$ cat config.mk
export PLATFORM = sky130hd
export DESIGN_NAME = tpw_div
export DESIGN_NICKNAME = d
export VERILOG_FILES = /design/src/hw/rtl/tpw_pkg.sv /design/src/hw/rtl/tpw_div.sv
export SDC_FILE = /design/constraint.sdc
export NUM_CORES = 1
export LEC_CHECK = 0
export ABC_AREA = 0
export BUFFER_PORTS_ARGS = -buffer_cell sky130_fd_sc_hd__buf_2
export CORE_MARGIN = 2
export CORE_UTILIZATION = 55
export DETAILED_ROUTE_END_ITERATION = 8
export MAX_ROUTING_LAYER = met4
export PLACE_DENSITY_LB_ADDON = 0.15
export SYNTH_ARGS = -nofsm -noshare
export SYNTH_HDL_FRONTEND = slang
export SYNTH_SLANG_ARGS = --single-unit
$ cat constraint.sdc
create_clock -name clock -period 17.5 [get_ports clock]
set_input_delay 5.25 -clock clock [delete_from_list [all_inputs] [get_ports clock]]
set_output_delay 5.25 -clock clock [all_outputs]
set_load 0.1 [all_outputs]
$ cat src/hw/rtl/tpw_pkg.sv
// ----------------------------------------------------------------------------
// tpw_pkg: shared types and constants of the affine bilinear warp
// Holds the register map codes, the beat carried down the pipeline and the
// geometry of the pipelined divider.
// ----------------------------------------------------------------------------
package tpw_pkg;

   // Register map, one word per register.
   typedef enum logic [2:0] {
      REG_OUT_WIDTH  = 3'd0,
      REG_OUT_HEIGHT = 3'd1,
      REG_ORIGIN_X   = 3'd2,
      REG_ORIGIN_Y   = 3'd3,
      REG_ROW_END_X  = 3'd4,
      REG_ROW_END_Y  = 3'd5,
      REG_COL_END_X  = 3'd6,
      REG_COL_END_Y  = 3'd7
   } reg_index_type;

   // Request kinds.
   localparam logic KIND_LOAD   = 1'b0;
   localparam logic KIND_SAMPLE = 1'b1;

   // One request beat as it travels through the pipeline.
   typedef struct packed {
      logic       kind;
      logic [6:0] load_x;
      logic [6:0] load_y;
      logic [7:0] load_red;
      logic [7:0] load_green;
      logic [7:0] load_blue;
      logic [7:0] load_alpha;
      logic [7:0] out_x;
      logic [7:0] out_y;
   } item_type;

   // Divider geometry: 32 dividend bits, four quotient bits per stage.
   localparam int DIV_BITS     = 32;
   localparam int DIV_STEPS    = 4;
   localparam int DIV_STAGES   = DIV_BITS / DIV_STEPS;
   localparam int DIVISOR_BITS = 9;
   localparam int REM_BITS     = DIVISOR_BITS + 1;

   // One divider stage: dividend bits shift out on top, quotient bits in below.
   typedef struct packed {
      logic [DIV_BITS-1:0] qd;
      logic [REM_BITS-1:0] rem;
      logic                neg;
   } div_stage_type;

   // Cycles from the accepting edge to the edge that takes the result.
   localparam int LATENCY = DIV_STAGES + 9;

endpackage

$ cat src/hw/rtl/tpw_div.sv
// ----------------------------------------------------------------------------
// tpw_div: pipelined unsigned divider
// Restoring long division, four quotient bits per register stage, one new
// dividend accepted every cycle. A sign flag travels alongside the data.
// ----------------------------------------------------------------------------
module tpw_div (
   input  logic                                clock,
   input  logic [tpw_pkg::DIV_BITS-1:0]        numer,
   input  logic [tpw_pkg::DIVISOR_BITS-1:0]    divisor,
   input  logic                                neg_in,
   output logic [tpw_pkg::DIV_BITS-1:0]        quotient,
   output logic                                rem_nonzero,
   output logic                                neg_out
);
   import tpw_pkg::*;

   div_stage_type stage_ff [DIV_STAGES];
   div_stage_type stage_in [DIV_STAGES];

   // Four restoring steps on one stage's state.
   function automatic div_stage_type div_steps(div_stage_type s,
                                               logic [DIVISOR_BITS-1:0] d);
      div_stage_type       r;
      logic [REM_BITS-1:0] trial;
      r = s;
      for (int k = 0; k < DIV_STEPS; k++) begin
         trial = {r.rem[REM_BITS-2:0], r.qd[DIV_BITS-1]};
         if (trial >= {1'b0, d}) begin
            r.rem = trial - {1'b0, d};
            r.qd  = {r.qd[DIV_BITS-2:0], 1'b1};
         end else begin
            r.rem = trial;
            r.qd  = {r.qd[DIV_BITS-2:0], 1'b0};
         end
      end
      return r;
   endfunction

   // The first stage starts from a zero remainder.
   assign stage_in[0] = div_steps(div_stage_type'({numer, {REM_BITS{1'b0}}, neg_in}),
                                  divisor);

   for (genvar g = 1; g < DIV_STAGES; g++) begin : g_stage
      assign stage_in[g] = div_steps(stage_ff[g-1], divisor);
   end

   // Stage registers carry payload only.
   always_ff @(posedge clock) begin
      for (int i = 0; i < DIV_STAGES; i++) begin
         stage_ff[i] <= stage_in[i];
      end
   end

   assign quotient    = stage_ff[DIV_STAGES-1].qd;
   assign rem_nonzero = |stage_ff[DIV_STAGES-1].rem;
   assign neg_out     = stage_ff[DIV_STAGES-1].neg;

endmodule

-- After elaboration in Yosys (flattened, before gate mapping)
Memories as Yosys holds them, arrays and structs flattened.
Index checks and enable logic that the tools add are counted.
- add/subtract/negate cells: 32
- $lt $le $gt $ge: 32
- mux-type cells: 32
- reductions and logical operators: 1
- operators with widths (kind ; count):
    $mux W11 ; 32
    $ge A10 B9 Y1 ; 31
    $sub A10 B9 Y10 ; 31
    $reduce_or A10 Y1 ; 1
    $sub A1 B9 Y10 ; 1
    $ge A1 B9 Y1 ; 1
- register bits after elaboration: 0
- RAM bits: 344
- input port bits: 43
- memories kept: 1
- memory list (name ; depth ; width ; rd ports ; clocked after memory_dff ; wr ports ; line ; text):
    stage_ff ; 8 ; 43 ; 8 ; 0 ; 8 ; tpw_div.sv:17 ; div_stage_type stage_ff [DIV_STAGES];

-- Longest topological paths before layout
Gate-level depths: netlist of the first run.
- word-level depth: 8
- depth in mapped cells: 38
- mapped depth without buffers: 37

-- Least setup slack after synthesis of the first run
OpenSTA, ideal clock, no wires.
- path type: input to register
- start point: input divisor[1] (netlist bit)
- end point: memory stage_ff[0][131] (netlist bit)
- setup time: 121 ps
- arrival: 14601 ps
- data required time: 17379 ps
- path slack: 2778 ps
- stages on the path: 34
- cell sequence: clkbuf_1 -> inv_1 -> fa_1 -> nand3_1 -> a21oi_1 -> o31ai_1 -> nand2_1 -> mux2_2 -> ha_1 -> a21oi_1 -> a21oi_1 -> o31ai_1 -> o211ai_1 -> clkbuf_1 -> mux2_2 -> ha_1 -> a21oi_1 -> a21oi_1 -> o31ai_1 -> nand2_1 -> o22ai_1 -> a41o_1 -> buf_2 -> clkinv_1 -> mux2_2 -> ha_1 -> nand2_1 -> o21a_1 -> a21oi_1 -> o21a_1 -> o21ai_0 -> or3b_2 -> mux2i_2 -> mux2_2
- RTL lines (item ; line ; text):
    from (decl) ; tpw_div.sv:9 ; input logic [tpw_pkg::DIVISOR_BITS-1:0] divisor,
    to (decl) ; tpw_div.sv:17 ;

==> flow_summary.json, run 1 <==
{
  "status": "completed",
  "critPathSlowestCell": "fa_1",
  "worstSetupPathType": "in -> reg",
  "firstDrtPassIters": 5,
  "mostFrequentLayoutCells": "337 x dfxtp_1, 281 x ha_1, 179 x mux2_2",
  "synth_area_mm2": 0.02168,
  "endpoint_kind": "flip-flop",
  "ff_latch_area_mm2": 0.006746,
  "finalSetupTns_ps": 0,
  "die_w_um": 202.5,
  "synth_cells": 2258,
  "gp_congestion": 0.9041,
  "place_hpwl_mm": 36.72,
  "wl_met3_mm": 2.254,
  "period_share_pct": 83.18,
  "multi_input_area_mm2": 0.01406,
  "vias": 16630,
  "largest_reg_flops": 337,
  "netlist-cell-type-count": 80,
  "cts_tree": "done",
  "clk_latency_ps": 550,
  "worst_pin_slew_ps": 1092,
  "maxSlewViolCount": 0,
  "ys.flop_type": "dfxtp_1",
  "fmax_ghz": 0.06870,
  "final_layout_size_suffix_gt1_share_pct": 15.73,
  "highest_layer": "met4",
  "first_iter_violations": 758,
  "period_needed_ps": 14560,
  "top_regs": "stage_ff: 337 flops",
  "postCtsHoldBufs": 0,
  "drt-met1-wl_mm": 23.68,
  "io_pins": 77,
  "skew_ps": 17.60,
  "rsz0062_at_grt": "false",
  "hp-class": "reg -> reg",
  "die_h_um": 202.5,
  "grt_pass1_vias": 16570,
  "wl_per_cell_um": 17.14,
  "clockRootBuffer": "clkbuf_16",
  "post_cts_buffers": 0,
  "cts_buffers": 38,
  "synth_fp_nets": 2613,
  "final_common_cell": "dfxtp_1",
  "drt_wl_total_mm": 49.52,
  "setup_viol": 0,
  "clkSinkCount": 337,
  "clock_path_buffers": 3,
  "grt_max_degree": 41,
  "cp_common_cell": "a21oi_1",
  "antenna_found_initial": 0,
  "grt_overflow_total": 0,
  "met2_length_mm": 22.43,
  "syn_avg_cell_area_um2": 9.601,
  "via_per_inst": 5.757,
  "relSlewSlack_pct": 26.88,
  "ant_nets": 0,
  "syn_to_final_growth_pct": 10.13,
  "post-place-ws_ps": 2518,
  "cts_max_level": 2,
  "synth-edff-count": 0,
  "grt_pass1_wl_mm": 82.53,
  "io_buffer_count": 76,
  "max_cap_viol_count": 0,
  "required_ps": 17930,
  "post_cts_resized": 0,
  "regMostFlops": "stage_ff",
  "arrival_ps": 14990,
  "drc": 0,
  "num-fill-cells": 3345,
  "core_mm2": 0.03874,
  "cp-start-kind": "input port",
  "critPathMaxStageDelay_ps": 660,
  "ys_ff_latch": 337,
  "cp_max_fo": 24,
  "rows": 72,
  "fin_util_pct": 61.63,
  "dieArea_mm2": 0.04102,
  "nNetsFinal": 2697,
  "clk_pin_slew_ps": 60,
  "grt_usage_pct": 25.17,
  "start_util_pct": 55.97,
  "antenna_cells": 0,
  "yosys_warnings": 0,
  "hold_viol_final": 0,
  "seq_area_frac_synth_pct": 31.12,
  "layout_setup_ws_ps": 2943,
  "ys_async_sr_fraction_pct": 0
}
## logic make-up after synthesis
group	count (synthesis)	share of synthesized area [%]
AOI/OAI and AO/OA	507	15.94
xor gates and xnor gates	170	6.868
adders and majority gates	312	19.08
buffers and inverters	193	4.046
DFF	337	31.12
muxes	216	11.10
and+or+nand+nor	523	11.84
## layout make-up
class                      instances  area share [%]
inverter                         144           2.290
tap                              518           2.715
multi-input combinational       1728           58.87
sequential                       337           28.26
clock buffer                      50           4.606
clock inverter                    19           1.080
timing repair buffer              93           2.180
## routing by layer
metal | GRT usage [%] | up-vias
met3 | 3.788 | 90
met4 | 7.091 | 0
met5 | - | -
li1 | - | 8359
met2 | 40.40 | 400
met1 | 33.03 | 7783
## metrics by stage
| stage | hold slack [ps] | cells | instance area, µm² |
|---|---|---|---|
| CTS | 312.3 | 2889 | 23880 |
| floorplan | 309.6 | 2258 | 21680 |
| global placement | 309.7 | 2820 | 22520 |
| global route | 320.2 | 2889 | 23880 |
| detailed placement | 312.1 | 2820 | 22520 |
| finish | 311.6 | 2889 | 23880 |
## synth_stat cells, types with 20 or more instances
cell type  instances  share of area (%)
a211oi_1          26               0.90
a21boi_0          20               0.69
a21o_1            63                2.2
a21oi_1          139                3.2
buf_4             33                1.1
dfxtp_1          337                 31
fa_1              31                2.9
ha_1             281                 16
inv_1            133                2.3
mux2_2           179                9.3
mux2i_1           33                1.5
nand2_1           95                1.6
nand3_1           56                1.3
nand4_1           48                1.4
nor2_1           155                2.7
nor2b_1           39                1.1
nor3_1            53                1.2
o21a_1            33                1.1
o21ai_0           86                2.0
xnor2_1          101                4.1
xor2_1            69                2.8
## critical path, delay by kind of cell
| family | cells | cell delay (ps) |
|---|---|---|
| buffers and inverters | 3 | 1050 |
| AND/OR/NAND/NOR | 5 | 1130 |
| AO/OA/AOI/OAI | 15 | 3540 |
| multiplexers | 5 | 2250 |
| adder cells (fa/ha/maj) | 4 | 1690 |
## final timing paths
| check | slack, ps | start | cells after the start | to |
|---|---|---|---|---|
| worst min-delay path | 310 | stage_ff[1][54]$_DFF_P_ | 0 | stage_ff[1][101]$_DFF_P_ |
| worst max-delay path | 2940 | divisor[1] | 32 | stage_ff[0][132]$_DFF_P_ |
| worst max register to register | 8020 | stage_ff[0][91]$_DFF_P_ | 30 | stage_ff[0][132]$_DFF_P_ |
| worst min register to register | 310 | stage_ff[1][54]$_DFF_P_ | 0 | stage_ff[1][101]$_DFF_P_ |
Power of run 1 is left out: the tool's default activity adds up to more than one toggle a clock period on the data nets, which glitch-free logic cannot reach.
==> inputs of run 2 (changes only) <==
--- a/config.mk
+++ b/config.mk
@@ -5,7 +5,7 @@
 export SDC_FILE = /design/constraint.sdc
 export NUM_CORES = 1
 export LEC_CHECK = 0
-export ABC_AREA = 0
+export ABC_AREA = 1
 export BUFFER_PORTS_ARGS = -buffer_cell sky130_fd_sc_hd__buf_2
 export CORE_MARGIN = 2
 export CORE_UTILIZATION = 55
==> constraint.sdc (replaced) <==
create_clock -name clock -period 11.69 [get_ports clock]
set_input_delay 3.507 -clock clock [delete_from_list [all_inputs] [get_ports clock]]
set_output_delay 3.507 -clock clock [all_outputs]
set_load 0.1 [all_outputs]
==> run 2 against run 1 <==
Critical path depth rose by 9. Non-clock buffer count rose by 18. Clock-buffer cell count did not move. Clock skew rose by 2.6 ps. Routed wire length rose by 16%. First-iteration DRC count rose by 49%. Flip-flop and latch count did not move. Highest routed layer unchanged. Final cell count rose by 32%.
==> flow_summary.json, run 2 <==
{
  "layoutNonFillerInstCount": 3815,
  "ys_async_sr_fraction_pct": 0,
  "gp_congestion": 0.9544,
  "clock_path_buffers": 3,
  "clkSinkCount": 337,
  "first_iter_violations": 1128,
  "firstDrtPassIters": 7,
  "highest_layer": "met4",
  "reg2reg_to": "stage_ff[0][95]$_DFF_P_",
  "hp-class": "reg -> reg",
  "hold_end": "stage_ff[1][120]$_DFF_P_",
  "rsz0062_at_grt": "false",
  "layout_setup_ws_ps": 855.4,
  "status": "completed",
  "synthXorXnorAreaFrac_pct": 6.774,
  "grt_usage_pct": 27.26,
  "wl_per_cell_um": 15.09,
  "worst_pin_slew_ps": 747.1,
  "max_cap_viol_count": 0,
  "io_pins": 77,
  "critPathSlowestCell": "ha_1",
  "synth_top_cell_by_area": "dfxtp_1",
  "ys_ff_latch": 337,
  "drc": 0,
  "hold_viol_final": 0,
  "synth_top_area_share_pct": 28.83,
  "synth_fp_nets": 3507,
  "ant_nets": 0,
  "final_common_cell": "nand2_1",
  "cp_common_cell": "nand2_1",
  "synth-adder-area-share_pct": 17.68,
  "synth_commonest_cells": "985 x nand2_1, 364 x inv_1, 337 x dfxtp_1",
  "cp_max_fo": 13,
  "cp-start-kind": "input port",
  "worstSetupPathType": "in -> reg",
  "synth-edff-count": 0,
  "nNetsFinal": 3602,
  "cts_max_level": 2,
  "antenna_found_initial": 0,
  "worstHoldStart": "stage_ff[1][73]$_DFF_P_",
  "top_regs": "stage_ff: 337 flops",
  "synth_area_mm2": 0.02340,
  "post-place-ws_ps": 313.9,
  "clockRootBuffer": "clkbuf_16",
  "hold_depth": 0,
  "worstReg2RegStart": "stage_ff[0][85]$_DFF_P_",
  "largest_reg_flops": 337,
  "required_ps": 12200,
  "cts_buffers": 37,
  "grt_pass1_wl_mm": 95.58,
  "wl_met3_mm": 2.839,
  "relSlewSlack_pct": 50.20,
  "final_layout_size_suffix_gt1_share_pct": 10.47,
  "dieArea_mm2": 0.04421,
  "syn_to_final_growth_pct": 9.592,
  "clk_latency_ps": 570,
  "period_share_pct": 92.68,
  "antenna_cells": 0,
  "grt_pass1_vias": 19660,
  "critPathMaxStageDelay_ps": 590,
  "grt_max_degree": 32,
  "mostFrequentLayoutCells": "985 x nand2_1, 359 x inv_1, 337 x dfxtp_1",
  "post_cts_buffers": 0,
  "drt_wl_total_mm": 57.56,
  "met2_length_mm": 26.33,
  "finalSetupTns_ps": 0,
  "synth_cells": 3152,
  "core_mm2": 0.04195,
  "yosys.area_share.simple_pct": 29.92,
  "postCtsHoldBufs": 0,
  "ys.flop_type": "dfxtp_1",
  "arrival_ps": 11340,
  "fmax_ghz": 0.09230,
  "seq_area_frac_synth_pct": 28.83,
  "crit_start": "divisor[8]",
  "synth_compound_area_share_pct": 8.892,
  "clk_pin_slew_ps": 70,
  "place_hpwl_mm": 44.11,
  "grt_overflow_total": 0,
  "netlist-cell-type-count": 45,
  "drt-met1-wl_mm": 26.82,
  "yosys_warnings": 0,
  "yosysMostFrequentCell": "nand2_1",
  "period_needed_ps": 10830,
  "synth_top_family_by_area": "simple AND/OR/NAND/NOR gates",
  "rr_worst_depth": 42,
  "dpl.cell_count": 3747,
  "maxSlewViolCount": 0,
  "die_w_um": 210.3,
  "cts_tree": "done",
  "rows": 75,
  "start_util_pct": 55.79,
  "setup_viol": 0,
  "post_cts_resized": 0,
  "via_per_inst": 5.292,
  "vias": 20190,
  "r2r_slack_ps": 3960,
  "regMostFlops": "stage_ff",
  "endpoint_kind": "flip-flop",
  "skew_ps": 20.17,
  "io_buffer_count": 76,
  "muxShareOfSynthArea_pct": 0,
  "die_h_um": 210.3,
  "syn_avg_cell_area_um2": 7.424,
  "synth_area_leaders": "dfxtp_1 29%, nand2_1 16%, ha_1 15%"
}
==> run 2: cell types whose count changed after synthesis, sizes merged, moves of 27 or more <==
| cell | change |
|---|---|
| xnor2 | -31 |
| nand3 | +225 |
| nor2 | -32 |
| xor2 | +42 |
| nor3 | -31 |
| nor2b | -39 |
| a21oi | +27 |
| o21a | -32 |
| mux2i | -36 |
| mux2 | -180 |
| a21o | -49 |
| nand2 | +938 |
| inv | +236 |
| a211oi | -28 |
==> run 2: cell families (layout without fill, tap and decap cells) <==
group           after synthesis  in the layout
simple gates               1544           1544
buf+inv                     433            557
compound gates              345            345
flops                       337            337
fa+ha+maj                   312            312
xor+xnor                    181            181
==> run 2: worst max-delay path by stage <==
stage	slack [ps]	to	depth (start not counted)
detailed placement	310	stage_ff[0][95]$_DFF_P_	42
finish	860	stage_ff[0][95]$_DFF_P_	41
floorplan	430	stage_ff[1][139]$_DFF_P_	44
global route	170	stage_ff[0][88]$_DFF_P_	42
CTS	910	stage_ff[0][95]$_DFF_P_	42
global placement	350	stage_ff[0][95]$_DFF_P_	42
==> run 2: layout make-up <==
cell class	instances	area, µm²
fill	3783	16300
multi-input combinational	2382	14800
sequential	337	6746
inverter	378	1421
clock buffer	50	1067
tap	539	674.4
timing repair buffer	111	655.6
clock inverter	18	276.5
==> run 2: per-layer routing <==
metal / track usage, % / vias to the layer above
met1: 35.15 / 9154
met4: 8.315 / 0
met2: 44.53 / 474
met5: - / -
li1: - / 10450
met3: 3.740 / 111
==> run 2: critical path, delay by kind of cell <==
kind | cells | cell delay (ps)
adders and majority gates | 4 | 1790
buffers and inverters | 4 | 770
AOI/OAI and AO/OA | 6 | 2270
and+or+nand+nor | 27 | 2980
==> run 2: per-stage QoR <==
stage | cell area [µm²] | hold slack, ps | util [%]
final | 25650 | 314.0 | 61.14
after global routing | 25650 | 327.5 | 61.14
after CTS | 25650 | 318.2 | 61.14
after detailed placement | 24300 | 312.1 | 57.94
after global placement | 24300 | 309.5 | 57.94
after floorplan | 23400 | 309.6 | -
Power of run 2 is left out for the same reason.
==> inputs of run 3 (changes only) <==
--- a/config.mk
+++ b/config.mk
@@ -5,13 +5,14 @@
 export SDC_FILE = /design/constraint.sdc
 export NUM_CORES = 1
 export LEC_CHECK = 0
-export ABC_AREA = 1
 export BUFFER_PORTS_ARGS = -buffer_cell sky130_fd_sc_hd__buf_2
+export CORE_ASPECT_RATIO = 1.2
 export CORE_MARGIN = 2
 export CORE_UTILIZATION = 55
 export DETAILED_ROUTE_END_ITERATION = 8
 export MAX_ROUTING_LAYER = met4
 export PLACE_DENSITY_LB_ADDON = 0.15
+export SLEW_MARGIN = 20
 export SYNTH_ARGS = -nofsm -noshare
 export SYNTH_HDL_FRONTEND = slang
 export SYNTH_SLANG_ARGS = --single-unit
==> run 3 against run 2 <==
Worst setup slack worse by 330 ps. Global-route usage is 1.0 points lower. Maximum frequency is 3.0% lower. Clock skew is 2.3 ps lower. Hold slack better by 1.7 ps. Critical endpoint is now stage_ff[1][93]$_DFF_P_.
==> flow_summary.json, run 3 (synthesis gave the netlist of run 1 again) <==
{
  "status": "completed",
  "cts_max_level": 2,
  "r2r_slack_ps": 3490,
  "grt_overflow_total": 0,
  "rsz0062_at_grt": "false",
  "critPathSlowestCell": "a2111o_1",
  "hp-class": "reg -> reg",
  "drt-met1-wl_mm": 22.60,
  "cp_max_fo": 10,
  "top_regs": "stage_ff: 337 flops",
  "wl_met3_mm": 2.137,
  "arrival_ps": 11610,
  "wl_per_cell_um": 17.36,
  "rows": 79,
  "skew_ps": 17.86,
  "period_needed_ps": 11170,
  "finalSetupTns_ps": 0,
  "io_pins": 77,
  "clk_latency_ps": 550,
  "cts_buffers": 35,
  "post_cts_buffers": 0,
  "first_iter_violations": 668,
  "vias": 16910,
  "gp_congestion": 0.9060,
  "endpoint_kind": "flip-flop",
  "final_layout_size_suffix_gt1_share_pct": 21.47,
  "placed_cell_area_mm2": 0.02376,
  "antenna_found_initial": 0,
  "dieArea_mm2": 0.04103,
  "syn_to_final_growth_pct": 15.43,
  "cp-start-kind": "input port",
  "critPathMaxStageDelay_ps": 420,
  "final_common_cell": "dfxtp_1",
  "max_cap_viol_count": 0,
  "largest_reg_flops": 337,
  "hold_viol_final": 0,
  "grt_pass1_wl_mm": 84.13,
  "grt_max_degree": 23,
  "postCtsHoldBufs": 0,
  "io_buffer_count": 76,
  "required_ps": 12130,
  "cts_tree": "done",
  "highest_layer": "met4",
  "finalHoldWorstSlack_ps": 315.7,
  "core_mm2": 0.03885,
  "drc": 0,
  "cp_common_cell": "a21oi_1",
  "maxSlewViolCount": 0,
  "clockRootBuffer": "clkbuf_16",
  "mostFrequentLayoutCells": "337 x dfxtp_1, 258 x ha_1, 171 x mux2_2",
  "start_util_pct": 55.81,
  "setup_viol": 0,
  "stdcell_area_mm2": 0.02502,
  "fin_util_pct": 64.42,
  "worst_pin_slew_ps": 934.0,
  "clkSinkCount": 337,
  "firstDrtPassIters": 5,
  "place_hpwl_mm": 39.91,
  "die_w_um": 185.2,
  "relSlewSlack_pct": 37.63,
  "grt_usage_pct": 26.23,
  "drt_wl_total_mm": 51.58,
  "regMostFlops": "stage_ff",
  "worstSetupPathType": "in -> reg",
  "grt_pass1_vias": 17020,
  "fmax_ghz": 0.08954,
  "clock_path_buffers": 3,
  "ant_nets": 0,
  "clk_pin_slew_ps": 60,
  "period_share_pct": 95.54,
  "antenna_cells": 0,
  "met2_length_mm": 24.62,
  "via_per_inst": 5.691,
  "post_cts_resized": 0,
  "nNetsFinal": 2775,
  "die_h_um": 221.5
}
==> run 3: cell types whose count changed in the layout (fill, tap and decap cells not counted), sizes merged, moves of 28 or more <==
cell	change
xnor2	+31
nor2b	+39
a21o	+49
mux2i	+36
mux2	+180
xor2	-42
buf	+63
o21a	+32
nand3	-225
nand2	-938
nor2	+32
a211oi	+28
inv	-235
nor3	+31
==> run 3: final timing paths <==
kind	cells past startpoint	startpoint	endpoint
worst max-delay path	33	divisor[2]	stage_ff[1][93]$_DFF_P_
worst min-delay path	0	stage_ff[1][105]$_DFF_P_	stage_ff[1][152]$_DFF_P_
worst max register to register	30	stage_ff[0][91]$_DFF_P_	stage_ff[0][135]$_DFF_P_
worst min register to register	0	stage_ff[1][105]$_DFF_P_	stage_ff[1][152]$_DFF_P_
==> run 3: layer usage <==
| metal | GRT usage [%] | vias up |
|---|---|---|
| met2 | 43.25 | 314 |
| met1 | 31.38 | 7962 |
| met4 | 11.26 | 0 |
| met5 | - | - |
| li1 | - | 8509 |
| met3 | 4.394 | 122 |
==> run 3: cell type report <==
cell class,instances,area (µm²)
sequential,337,6746
multi-input combinational,1728,14580
inverter,144,554.3
clock inverter,16,247.7
tap,526,658.1
clock buffer,46,999.7
fill,3254,13820
timing repair buffer,174,1241
==> run 3: worst max-delay path: cells and delay by family <==
family          cells  cell delay (ps)
compound gates     18             4210
fa+ha+maj           4             1250
mux                 3             1000
buf+inv             5              920
simple gates        3              660
==> run 3: stage by stage <==
step	worst slack [ps]	instances
finish	521.6	2971
global route	31.66	2971
global placement	19.24	2908
floorplan	-255.7	2258
detailed placement	-101.6	2908
CTS	453.9	2970
Power of run 3 is left out for the same reason.
